==> src/rtl/ppmfd_pkg.sv <==
package ppmfd_pkg;

  localparam int NUM_CHANNELS = 6;
  localparam int CH_W = (NUM_CHANNELS > 1) ? $clog2(NUM_CHANNELS) : 1;
  localparam int LINK_BYTES = 6;
  localparam int QDEPTH = 2;
  localparam int QPTR_W = $clog2(QDEPTH);
  localparam int QCNT_W = $clog2(QDEPTH + 1);
  localparam int REG_IDX_W = 3;
  localparam int CFG_DATA_W = 48;

  localparam logic [7:0] LINK_NONE = 8'hFF;
  localparam logic [7:0] VALUE_MAX = 8'd254;
  localparam logic [31:0] WIDTH_RESET = 32'd128;
  localparam logic [7:0] VALUE_RESET = 8'd128;
  localparam logic [7:0] FWD_RESET = 8'hFF;

  typedef enum logic [REG_IDX_W-1:0] {
    REG_PPM_ENABLE,
    REG_SYNC_GAP_TICKS,
    REG_MIN_PULSE_TICKS,
    REG_MAX_PULSE_TICKS,
    REG_ZERO_TICKS,
    REG_SCALE_Q16,
    REG_DEADBAND,
    REG_LINK_MAP
  } reg_idx_t;

  typedef struct packed {
    logic        ppm_enable;
    logic [31:0] sync_gap_ticks;
    logic [31:0] min_pulse_ticks;
    logic [31:0] max_pulse_ticks;
    logic [31:0] zero_ticks;
    logic [31:0] scale_q16;
    logic [7:0]  deadband;
    logic [47:0] link_map;
  } cfg_t;

  typedef enum logic {
    CMD_EDGE,
    CMD_CHECK
  } cmd_kind_t;

  typedef struct packed {
    cmd_kind_t   kind;
    logic        level;
    logic [31:0] ts;
  } cmd_t;

  typedef enum logic [1:0] {
    PH_SYNC,
    PH_WAIT,
    PH_PULSE
  } phase_t;

  typedef enum logic [2:0] {
    B_IDLE,
    B_READ,
    B_MUL,
    B_UPDATE,
    B_EMIT
  } bstate_t;

endpackage

==> src/rtl/ppmfd_ifs.sv <==
interface ppmfd_in_if;
  logic        valid;
  logic        ready;
  logic        func;
  logic        pin_level;
  logic [31:0] timestamp;

  modport source(output valid, func, pin_level, timestamp, input ready);
  modport sink(input valid, func, pin_level, timestamp, output ready);
endinterface

interface ppmfd_out_if;
  logic       valid;
  logic       ready;
  logic [2:0] channel;
  logic [7:0] value;
  logic [7:0] link_target;
  logic       send_link;
  logic       last;

  modport source(output valid, channel, value, link_target, send_link, last, input ready);
  modport sink(input valid, channel, value, link_target, send_link, last, output ready);
endinterface

==> src/rtl/ppmfd_front.sv <==
module ppmfd_front (
  ppmfd_in_if.sink       item,
  input  ppmfd_pkg::cfg_t cfg,
  input  logic            q_full,
  output logic            q_push,
  output ppmfd_pkg::cmd_t q_cmd
);
  import ppmfd_pkg::*;

  logic accept;

  assign item.ready = !q_full;
  assign accept = item.valid && !q_full;

  // A check while the pin is not in PPM mode has no effect, so it is dropped here.
  always_comb begin
    q_cmd.kind = item.func ? CMD_CHECK : CMD_EDGE;
    q_cmd.level = item.pin_level;
    q_cmd.ts = item.timestamp;
    q_push = accept && (!item.func || cfg.ppm_enable);
  end

endmodule

==> src/rtl/ppmfd_queue.sv <==
module ppmfd_queue (
  input  logic            clk,
  input  logic            rst,
  input  logic            push,
  input  ppmfd_pkg::cmd_t din,
  output logic            full,
  input  logic            pop,
  output ppmfd_pkg::cmd_t dout,
  output logic            empty
);
  import ppmfd_pkg::*;

  cmd_t               mem [QDEPTH];
  logic [QPTR_W-1:0]  wr_ptr;
  logic [QPTR_W-1:0]  rd_ptr;
  logic [QCNT_W-1:0]  count;
  logic               do_push;
  logic               do_pop;

  assign full = (count == QCNT_W'(QDEPTH));
  assign empty = (count == '0);
  assign do_push = push && !full;
  assign do_pop = pop && !empty;
  assign dout = mem[rd_ptr];

  always_ff @(posedge clk) begin
    if (do_push) begin
      mem[wr_ptr] <= din;
    end
  end

  always_ff @(posedge clk) begin
    if (rst) begin
      wr_ptr <= '0;
      rd_ptr <= '0;
      count <= '0;
    end else begin
      if (do_push) begin
        wr_ptr <= (wr_ptr == QPTR_W'(QDEPTH - 1)) ? '0 : wr_ptr + 1'b1;
      end
      if (do_pop) begin
        rd_ptr <= (rd_ptr == QPTR_W'(QDEPTH - 1)) ? '0 : rd_ptr + 1'b1;
      end
      if (do_push && !do_pop) begin
        count <= count + 1'b1;
      end else if (do_pop && !do_push) begin
        count <= count - 1'b1;
      end
    end
  end

endmodule

==> src/rtl/ppmfd_back.sv <==
module ppmfd_back (
  input  logic            clk,
  input  logic            rst,
  input  ppmfd_pkg::cfg_t cfg,
  input  logic            q_empty,
  input  ppmfd_pkg::cmd_t q_cmd,
  output logic            q_pop,
  ppmfd_out_if.source     result
);
  import ppmfd_pkg::*;

  phase_t            phase;
  logic [31:0]       gap_start;
  logic              gap_armed;
  logic [CH_W-1:0]   chan_index;
  logic [31:0]       pulse_start;
  logic [31:0]       raw_width [NUM_CHANNELS];
  logic [7:0]        chan_value [NUM_CHANNELS];
  logic [7:0]        last_fwd [NUM_CHANNELS];
  logic [7:0]        link_byte [NUM_CHANNELS];

  bstate_t           state;
  bstate_t           state_next;
  logic [CH_W-1:0]   ch;
  logic              moved;
  logic [31:0]       diff;
  logic              in_rng;
  logic              above;
  logic [63:0]       prod;
  logic              prod_rng;

  logic              out_valid;
  logic [2:0]        out_channel;
  logic [7:0]        out_value;
  logic [7:0]        out_link;
  logic              out_send;
  logic              out_last;

  logic              is_edge;
  logic              start_chk;
  logic              do_read;
  logic              do_mul;
  logic              do_update;
  logic              emit;
  logic              last_ch;
  logic [31:0]       gap_base;
  logic [7:0]        scaled;
  logic [7:0]        delta;
  logic              hit;
  logic [7:0]        tgt;
  logic              send;

  for (genvar i = 0; i < NUM_CHANNELS; i++) begin : g_link
    if (i < LINK_BYTES) begin : g_mapped
      assign link_byte[i] = cfg.link_map[8*i +: 8];
    end else begin : g_unmapped
      assign link_byte[i] = LINK_NONE;
    end
  end

  assign last_ch = (ch == CH_W'(NUM_CHANNELS - 1));

  always_comb begin
    q_pop = 1'b0;
    is_edge = 1'b0;
    start_chk = 1'b0;
    do_read = 1'b0;
    do_mul = 1'b0;
    do_update = 1'b0;
    emit = 1'b0;
    case (state)
      B_IDLE: begin
        q_pop = !q_empty;
        is_edge = !q_empty && (q_cmd.kind == CMD_EDGE);
        start_chk = !q_empty && (q_cmd.kind == CMD_CHECK);
      end
      B_READ: do_read = 1'b1;
      B_MUL: do_mul = 1'b1;
      B_UPDATE: do_update = 1'b1;
      B_EMIT: emit = !out_valid || result.ready;
      default: ;
    endcase
  end

  always_comb begin
    state_next = state;
    case (state)
      B_IDLE: begin
        if (start_chk) begin
          state_next = B_READ;
        end
      end
      B_READ: state_next = B_MUL;
      B_MUL: state_next = B_UPDATE;
      B_UPDATE: begin
        if (!last_ch) begin
          state_next = B_READ;
        end else if (moved || hit) begin
          state_next = B_EMIT;
        end else begin
          state_next = B_IDLE;
        end
      end
      B_EMIT: begin
        if (emit && last_ch) begin
          state_next = B_IDLE;
        end
      end
      default: state_next = B_IDLE;
    endcase
  end

  always_ff @(posedge clk) begin
    if (rst) begin
      state <= B_IDLE;
    end else begin
      state <= state_next;
    end
  end

  // The sync gap is measured from the edge itself when no start is latched yet or the edge is low.
  assign gap_base = (!gap_armed || !q_cmd.level) ? q_cmd.ts : gap_start;

  always_ff @(posedge clk) begin
    if (rst) begin
      phase <= PH_SYNC;
      gap_start <= '0;
      gap_armed <= 1'b0;
      chan_index <= '0;
      pulse_start <= '0;
      for (int i = 0; i < NUM_CHANNELS; i++) begin
        raw_width[i] <= WIDTH_RESET;
      end
    end else if (is_edge) begin
      case (phase)
        PH_WAIT: begin
          if (!q_cmd.level) begin
            pulse_start <= q_cmd.ts;
            phase <= PH_PULSE;
          end
        end
        PH_PULSE: begin
          if (q_cmd.level) begin
            raw_width[chan_index] <= q_cmd.ts - pulse_start;
            if (chan_index == CH_W'(NUM_CHANNELS - 1)) begin
              chan_index <= '0;
              phase <= PH_SYNC;
            end else begin
              chan_index <= chan_index + 1'b1;
              phase <= PH_WAIT;
            end
          end
        end
        default: begin
          if (!gap_armed || !q_cmd.level) begin
            gap_start <= q_cmd.ts;
            gap_armed <= 1'b1;
          end
          if (q_cmd.level && ((q_cmd.ts - gap_base) > cfg.sync_gap_ticks)) begin
            phase <= PH_WAIT;
          end
        end
      endcase
    end
  end

  always_ff @(posedge clk) begin
    if (do_read) begin
      in_rng <= (raw_width[ch] > cfg.min_pulse_ticks) && (raw_width[ch] < cfg.max_pulse_ticks);
      above <= raw_width[ch] > cfg.zero_ticks;
      diff <= raw_width[ch] - cfg.zero_ticks;
    end
    if (do_mul) begin
      prod <= above ? (64'(diff) * 64'(cfg.scale_q16)) : '0;
      prod_rng <= in_rng;
    end
  end

  always_comb begin
    scaled = (prod[63:16] > 48'(VALUE_MAX)) ? VALUE_MAX : prod[23:16];
    delta = (scaled > chan_value[ch]) ? (scaled - chan_value[ch]) : (chan_value[ch] - scaled);
    hit = do_update && prod_rng && (delta > cfg.deadband);
    tgt = link_byte[ch];
    send = (tgt != LINK_NONE) && (last_fwd[ch] != chan_value[ch]);
  end

  always_ff @(posedge clk) begin
    if (rst) begin
      ch <= '0;
      moved <= 1'b0;
      for (int i = 0; i < NUM_CHANNELS; i++) begin
        chan_value[i] <= VALUE_RESET;
        last_fwd[i] <= FWD_RESET;
      end
    end else begin
      if (start_chk) begin
        ch <= '0;
        moved <= 1'b0;
      end
      if (hit) begin
        chan_value[ch] <= scaled;
        moved <= 1'b1;
      end
      if (do_update) begin
        ch <= last_ch ? '0 : ch + 1'b1;
      end
      if (emit) begin
        if (send) begin
          last_fwd[ch] <= chan_value[ch];
        end
        ch <= last_ch ? '0 : ch + 1'b1;
      end
    end
  end

  always_ff @(posedge clk) begin
    if (rst) begin
      out_valid <= 1'b0;
    end else if (emit) begin
      out_valid <= 1'b1;
    end else if (result.ready) begin
      out_valid <= 1'b0;
    end
  end

  always_ff @(posedge clk) begin
    if (emit) begin
      out_channel <= 3'(ch);
      out_value <= chan_value[ch];
      out_link <= tgt;
      out_send <= send;
      out_last <= last_ch;
    end
  end

  assign result.valid = out_valid;
  assign result.channel = out_channel;
  assign result.value = out_value;
  assign result.link_target = out_link;
  assign result.send_link = out_send;
  assign result.last = out_last;

endmodule

==> src/rtl/ppm_frame_decoder_core.sv <==
// Channel   Direction  Transaction
// item      in         one pin edge (func 0) or one periodic check (func 1)
// result    out        one decoded channel; a run of NUM_CHANNELS ends with last set
// cfg_*     in         register write, taken on any cycle with cfg_we high
//
// An edge is decoded in the same cycle that it leaves the two-entry command queue.
// A check scans each stored width in turn through the shared multiplier (READ, MUL, UPDATE),
// then, if any value changed, emits one result per cycle while result.ready is high.
// Reset is synchronous; it restores the config, the queue pointers and all channel state.
// Items keep being taken while the queue has room, even when result is stalled.
module ppm_frame_decoder_core (
  input  logic                                 clk,
  input  logic                                 rst,
  input  logic                                 cfg_we,
  input  logic [ppmfd_pkg::REG_IDX_W-1:0]      cfg_idx,
  input  logic [ppmfd_pkg::CFG_DATA_W-1:0]     cfg_data,
  ppmfd_in_if.sink                             item,
  ppmfd_out_if.source                          result
);
  import ppmfd_pkg::*;

  cfg_t cfg;
  logic q_full;
  logic q_push;
  cmd_t q_in;
  logic q_pop;
  cmd_t q_out;
  logic q_empty;

  always_ff @(posedge clk) begin
    if (rst) begin
      cfg.ppm_enable <= 1'b1;
      cfg.sync_gap_ticks <= 32'd6000;
      cfg.min_pulse_ticks <= 32'd900;
      cfg.max_pulse_ticks <= 32'd2200;
      cfg.zero_ticks <= 32'd990;
      cfg.scale_q16 <= 32'd16712;
      cfg.deadband <= 8'd3;
      cfg.link_map <= '1;
    end else if (cfg_we) begin
      case (reg_idx_t'(cfg_idx))
        REG_PPM_ENABLE: cfg.ppm_enable <= cfg_data[0];
        REG_SYNC_GAP_TICKS: cfg.sync_gap_ticks <= cfg_data[31:0];
        REG_MIN_PULSE_TICKS: cfg.min_pulse_ticks <= cfg_data[31:0];
        REG_MAX_PULSE_TICKS: cfg.max_pulse_ticks <= cfg_data[31:0];
        REG_ZERO_TICKS: cfg.zero_ticks <= cfg_data[31:0];
        REG_SCALE_Q16: cfg.scale_q16 <= cfg_data[31:0];
        REG_DEADBAND: cfg.deadband <= cfg_data[7:0];
        REG_LINK_MAP: cfg.link_map <= cfg_data[47:0];
        default: ;
      endcase
    end
  end

  ppmfd_front u_front (
    .item   (item),
    .cfg    (cfg),
    .q_full (q_full),
    .q_push (q_push),
    .q_cmd  (q_in)
  );

  ppmfd_queue u_queue (
    .clk   (clk),
    .rst   (rst),
    .push  (q_push),
    .din   (q_in),
    .full  (q_full),
    .pop   (q_pop),
    .dout  (q_out),
    .empty (q_empty)
  );

  ppmfd_back u_back (
    .clk     (clk),
    .rst     (rst),
    .cfg     (cfg),
    .q_empty (q_empty),
    .q_cmd   (q_out),
    .q_pop   (q_pop),
    .result  (result)
  );

endmodule

==> src/flat_wrapper.sv <==
// flat-port wrapper written by rule: the top's interface ports become plain ports
module ppm_frame_decoder_core_flat import ppmfd_pkg::*;
  (clk, rst, cfg_we, cfg_idx, cfg_data, item_valid, item_func, item_pin_level, item_timestamp, item_ready, result_valid, result_channel, result_value, result_link_target, result_send_link, result_last, result_ready);
  ppmfd_in_if item_i ();
  ppmfd_out_if result_i ();
  input  logic clk;
  input  logic rst;
  input  logic cfg_we;
  input  logic [ppmfd_pkg::REG_IDX_W-1:0] cfg_idx;
  input  logic [ppmfd_pkg::CFG_DATA_W-1:0] cfg_data;
  input wire logic [$bits(item_i.valid)-1:0] item_valid;
  input wire logic [$bits(item_i.func)-1:0] item_func;
  input wire logic [$bits(item_i.pin_level)-1:0] item_pin_level;
  input wire logic [$bits(item_i.timestamp)-1:0] item_timestamp;
  output wire logic [$bits(item_i.ready)-1:0] item_ready;
  output wire logic [$bits(result_i.valid)-1:0] result_valid;
  output wire logic [$bits(result_i.channel)-1:0] result_channel;
  output wire logic [$bits(result_i.value)-1:0] result_value;
  output wire logic [$bits(result_i.link_target)-1:0] result_link_target;
  output wire logic [$bits(result_i.send_link)-1:0] result_send_link;
  output wire logic [$bits(result_i.last)-1:0] result_last;
  input wire logic [$bits(result_i.ready)-1:0] result_ready;
  assign item_i.valid = item_valid;
  assign item_i.func = item_func;
  assign item_i.pin_level = item_pin_level;
  assign item_i.timestamp = item_timestamp;
  assign item_ready = item_i.ready;
  assign result_valid = result_i.valid;
  assign result_channel = result_i.channel;
  assign result_value = result_i.value;
  assign result_link_target = result_i.link_target;
  assign result_send_link = result_i.send_link;
  assign result_last = result_i.last;
  assign result_i.ready = result_ready;
  ppm_frame_decoder_core u_core (.clk(clk), .rst(rst), .cfg_we(cfg_we), .cfg_idx(cfg_idx), .cfg_data(cfg_data), .item(item_i), .result(result_i));
endmodule
==> config.mk <==
export PLATFORM = sky130hd
export DESIGN_NAME = ppm_frame_decoder_core_flat
export DESIGN_NICKNAME = d
export VERILOG_FILES = /design/src/rtl/ppmfd_pkg.sv /design/src/rtl/ppmfd_ifs.sv /design/src/rtl/ppmfd_front.sv /design/src/rtl/ppmfd_queue.sv /design/src/rtl/ppmfd_back.sv /design/src/rtl/ppm_frame_decoder_core.sv /design/src/flat_wrapper.sv
export SDC_FILE = /design/constraint.sdc
export NUM_CORES = 2
export LEC_CHECK = 0
export BUFFER_PORTS_ARGS = -buffer_cell sky130_fd_sc_hd__buf_4
export CAP_MARGIN = 10
export CORE_MARGIN = 5
export CORE_UTILIZATION = 40
export CTS_CLUSTER_SIZE = 25
export DETAILED_ROUTE_END_ITERATION = 6
export PLACE_DENSITY = 0.6
export SYNTH_ARGS = -nofsm -noshare
export SYNTH_HDL_FRONTEND = slang
export SYNTH_SLANG_ARGS = --single-unit
==> constraint.sdc <==
create_clock -name clk -period 16.53 [get_ports clk]
set_input_delay 0.8265 -clock clk [delete_from_list [all_inputs] [get_ports clk]]
set_output_delay 0.8265 -clock clk [all_outputs]
set_load 0.005 [all_outputs]
==> results.yml <==
status:
  status: "complete, no violations"
power_and_ir_drop:
  power.density_nw_per_um2: 150
  p_leak_nw: 35.0
  irDropWorstVdd_uv: 218
  power_frac_comb: 0.602
  internal-power_mw: 6.67
  clock_power_share: 0.180
  p_sw_frac: 0.449
  p_seq_frac: 0.219
  p_total_mw: 12.1
  power.switching_mw: 5.44
critical_path:
  arrival_ns: 8.93
  startpoint_type: "register"
  r2r_start: "u_core.u_back.diff[11]$_DFFE_PP_"
  r2r_cells: 24
  setup.worst_path.start: "u_core.u_back.diff[11]$_DFFE_PP_"
  crit_path_end: "u_core.u_back.prod[62]$_SDFFCE_PN0P_"
  worstPathRequired_ns: 16.92
  cp-end-kind: "register"
  cp_slowest_cell: "o31ai_4"
  crit_type: "reg -> reg"
  r2r_slack_ns: 7.98
  cp_cell_sequence: "buf_4 > and2_1 > fa_1 > fa_1 > fa_1 > inv_1 > fa_1 > inv_1 > fa_1 > inv_1 > fa_1 > inv_1 > fa_1 > fa_1 > ha_1 > and4_1 > a221oi_2 > nor2_1 > o31ai_4 > a2111oi_4 > o31a_2 > a31o_1 > a211oi_2 > nor3_2"
  slowest_delay_ns: 0.57
  cp_common_cell: "fa_1"
  reg2reg_to: "u_core.u_back.prod[62]$_SDFFCE_PN0P_"
  path_max_fanout: 23
floorplanning:
  die-height_um: 440
  dieArea_sq_um: 193000
  num_rows: 157
  start_util: 0.403
  coreArea_sq_um: 183000
  die_w_um: 440
  ioPinCount: 113
worst_hold_path:
  hold_depth: 3
  min_path_type: "in -> reg"
global_routing:
  antenna_found_initial: 15
  grt_pass1_wl_um: 312000
  grt_pass1_vias: 53487
  grt_max_degree: 83
  grt.overflow.total: 0
  grt_usage: 0.205
cells_and_area:
  final_core_util: 0.439
  syn_to_final_growth_pct: 9.06
  final_nets: 8741
  nFillCells: 17450
  design_area_sq_um: 80600
  drive_gt1_frac: 0.0806
synth:
  ys_ff_latch: 859
  synthDistinctLibCells: 92
  synth_top_area_frac: 0.244
  synth_area_leader_cell: "fa_1"
  synthTopCellsByArea: "fa_1 24%, edfxtp_1 23%, dfxtp_1 8.2%"
  synth_edf_count: 556
  postSynthAreaPerCell_sq_um: 10.1
  yosysWarningCount: 0
  synth.yosys.seq_area_share: 0.308
  syn-cell-area_sq_um: 73900
  syn_nets: 8794
  async_reset_ff_frac: 0
  synth_flop_cell: "edfxtp_1"
  synth_cells: 7328
clock_tree:
  cts_resized: 0
  clock-root-buffer: "clkbuf_16"
  cts.sinks: 859
  cts_buffer_depth: 3
  post_cts_buffers: 0
  cts_buffers: 96
  clock_latency_ns: 0.74
  path_clk_slew_ns: 0.06
  tritoncts: "built"
  htree_levels: 3
  postCtsHoldBufs: 0
timing:
  grt_setup_unrepaired: "false"
  fin_crit_ns: 8.55
  hold_viol_final: 0
  hold_ws_ns: 0.294
  maxSlewViolCount: 0
  tns_ns: 0
  fmax_ghz: 0.117
  fin_skew_ns: 0.0927
  finalCritPeriodShare: 0.517
  worstMarginPinSlew_ns: 1.22
  relSlewSlack: 0.187
  setup_viol: 0
route:
  drtAntennaViolNets: 0
  route.detailed.drc: 0
  drt-wirelength-per-cell_um: 19.9
  wl_um: 196000
  drtPass1Iterations: 7
  vias: 50941
  drt_iter0_drc: 3701
  routed_via_density: 5.18
run:
  drv_cap: 0
placed_design:
  portBuffers: 112
  place_congestion: 0.883
  dp_hpwl_um: 145000
  post_dp_cell_area_sq_um: 77300
## layer usage
layer	wire length, um	vias up	GRT usage
li1	-	23418	-
met2	94800	1264	0.344
met3	8980	233	0.0214
met4	5320	0	0.0597
met1	87000	26026	0.283
met5	0	-	0
## layout by cell type, fill, tap and decap left out, types with 12 or more instances in the layout
cell type  count
nor4_1        16
and2_1       474
clkbuf_16     97
diode_2       17
mux2_2        63
and3_1        23
ha_1         476
a211oi_1      13
clkinv_1      13
nand2_1     1112
edfxtp_1     556
inv_1       1120
xnor2_1       85
nand3_1       36
buf_4        219
mux2i_1       97
clkbuf_1      26
o21a_1        26
o21ai_0       85
a21oi_1      319
or3_1         13
a211o_1       27
nand2b_1      41
a21o_1       110
nand3b_1      66
fa_1         900
nor2b_1       46
a31oi_1       16
nand4_1       48
xor2_1        67
o21bai_1      21
nor3_1        38
nor2_1       479
or2_2         13
o211ai_1      12
mux4_2        97
dfxtp_1      297
## cell type report
type,instances,area [sq um],share of cell area
timing repair buffer,220,1660,0.0206
tap,2464,3080,0.0382
sequential,859,22800,0.283
multi-input combinational,4977,45600,0.565
inverter,1121,4210,0.0522
antenna,17,42.5,0.000528
clock buffer,136,2680,0.0332
clock inverter,45,596,0.00739
## cell families after synthesis
logic type | after synthesis | synth area share
buf+inv | 1492 | 0.0767
simple gates | 2454 | 0.155
xor+xnor | 152 | 0.0180
fa+ha+maj | 1376 | 0.324
mux | 266 | 0.0553
flops | 859 | 0.308
compound gates | 729 | 0.0626
## cell usage after synthesis (all sizes together) (85+ instances only)
cell type,number
inv,1120
nand2,1117
fa,900
edfxtp,556
nor2,492
ha,476
and2,474
clkbuf,336
a21oi,319
dfxtp,303
a21o,110
mux4,104
mux2i,99
o21ai,87
xnor2,85
## registers in the layout (all words and copies together) (netlist names), 48 cells and up, named ones only
| register | flops |
|---|---|
| u_core.cfg | 217 |
| u_core.u_back.chan_value | 64 |
| u_core.u_back.last_fwd | 64 |
| u_core.u_back.prod | 48 |
| u_core.u_back.raw_width | 256 |
| u_core.u_queue.mem | 68 |
## worst max-delay path, delay by kind of cell (launching register included)
family                     cells  cell delay, ns
adders and majority gates      9            4.27
AOI/OAI and AO/OA              6            2.12
and+or+nand+nor                4            0.67
buffers and inverters          5            0.60
DFF                            1            0.55
## power by group through the flow
stage               clock, mW  combinational [mW]  sequential (mW)
finish                   2.18                7.29             2.65
global route             2.31                8.17             2.66
CTS                      2.22                7.29             2.65
detailed placement          0                7.18             2.70
global placement            0                7.15             2.69
floorplan                   0                5.16             2.67
## how the worst min path moves through the flow
stage | start | slack [ns] | to
after CTS | cfg_data[46] | 0.24 | u_core.cfg[46]$_SDFFE_PP1P_
after floorplan | u_core.u_back.in_rng$_DFFE_PP_ | 0.40 | u_core.u_back.prod_rng$_DFFE_PP_
after detailed placement | u_core.cfg[60]$_SDFFE_PP0P_ | 0.45 | u_core.cfg[60]$_SDFFE_PP0P_
after global placement | u_core.cfg[125]$_SDFFE_PP0P_ | 0.44 | u_core.cfg[125]$_SDFFE_PP0P_
after global routing | item_timestamp[10] | 0.26 | u_core.u_queue.mem[1][10]$_DFFE_PP_
final | cfg_data[34] | 0.29 | u_core.cfg[34]$_SDFFE_PP1P_
## per-stage QoR
| stage | setup slack (ns) | std cells |
|---|---|---|
| 2_1_floorplan | 9.03 | 7328 |
| 3_3_place_gp | 8.18 | 9641 |
| 3_5_place_dp | 8.04 | 9641 |
| 4_1_cts | 7.94 | 9822 |
| 5_1_grt | 7.64 | 9835 |
| 6_report | 7.98 | 9839 |
No activity file was read; power rests on OpenSTA's default activity.
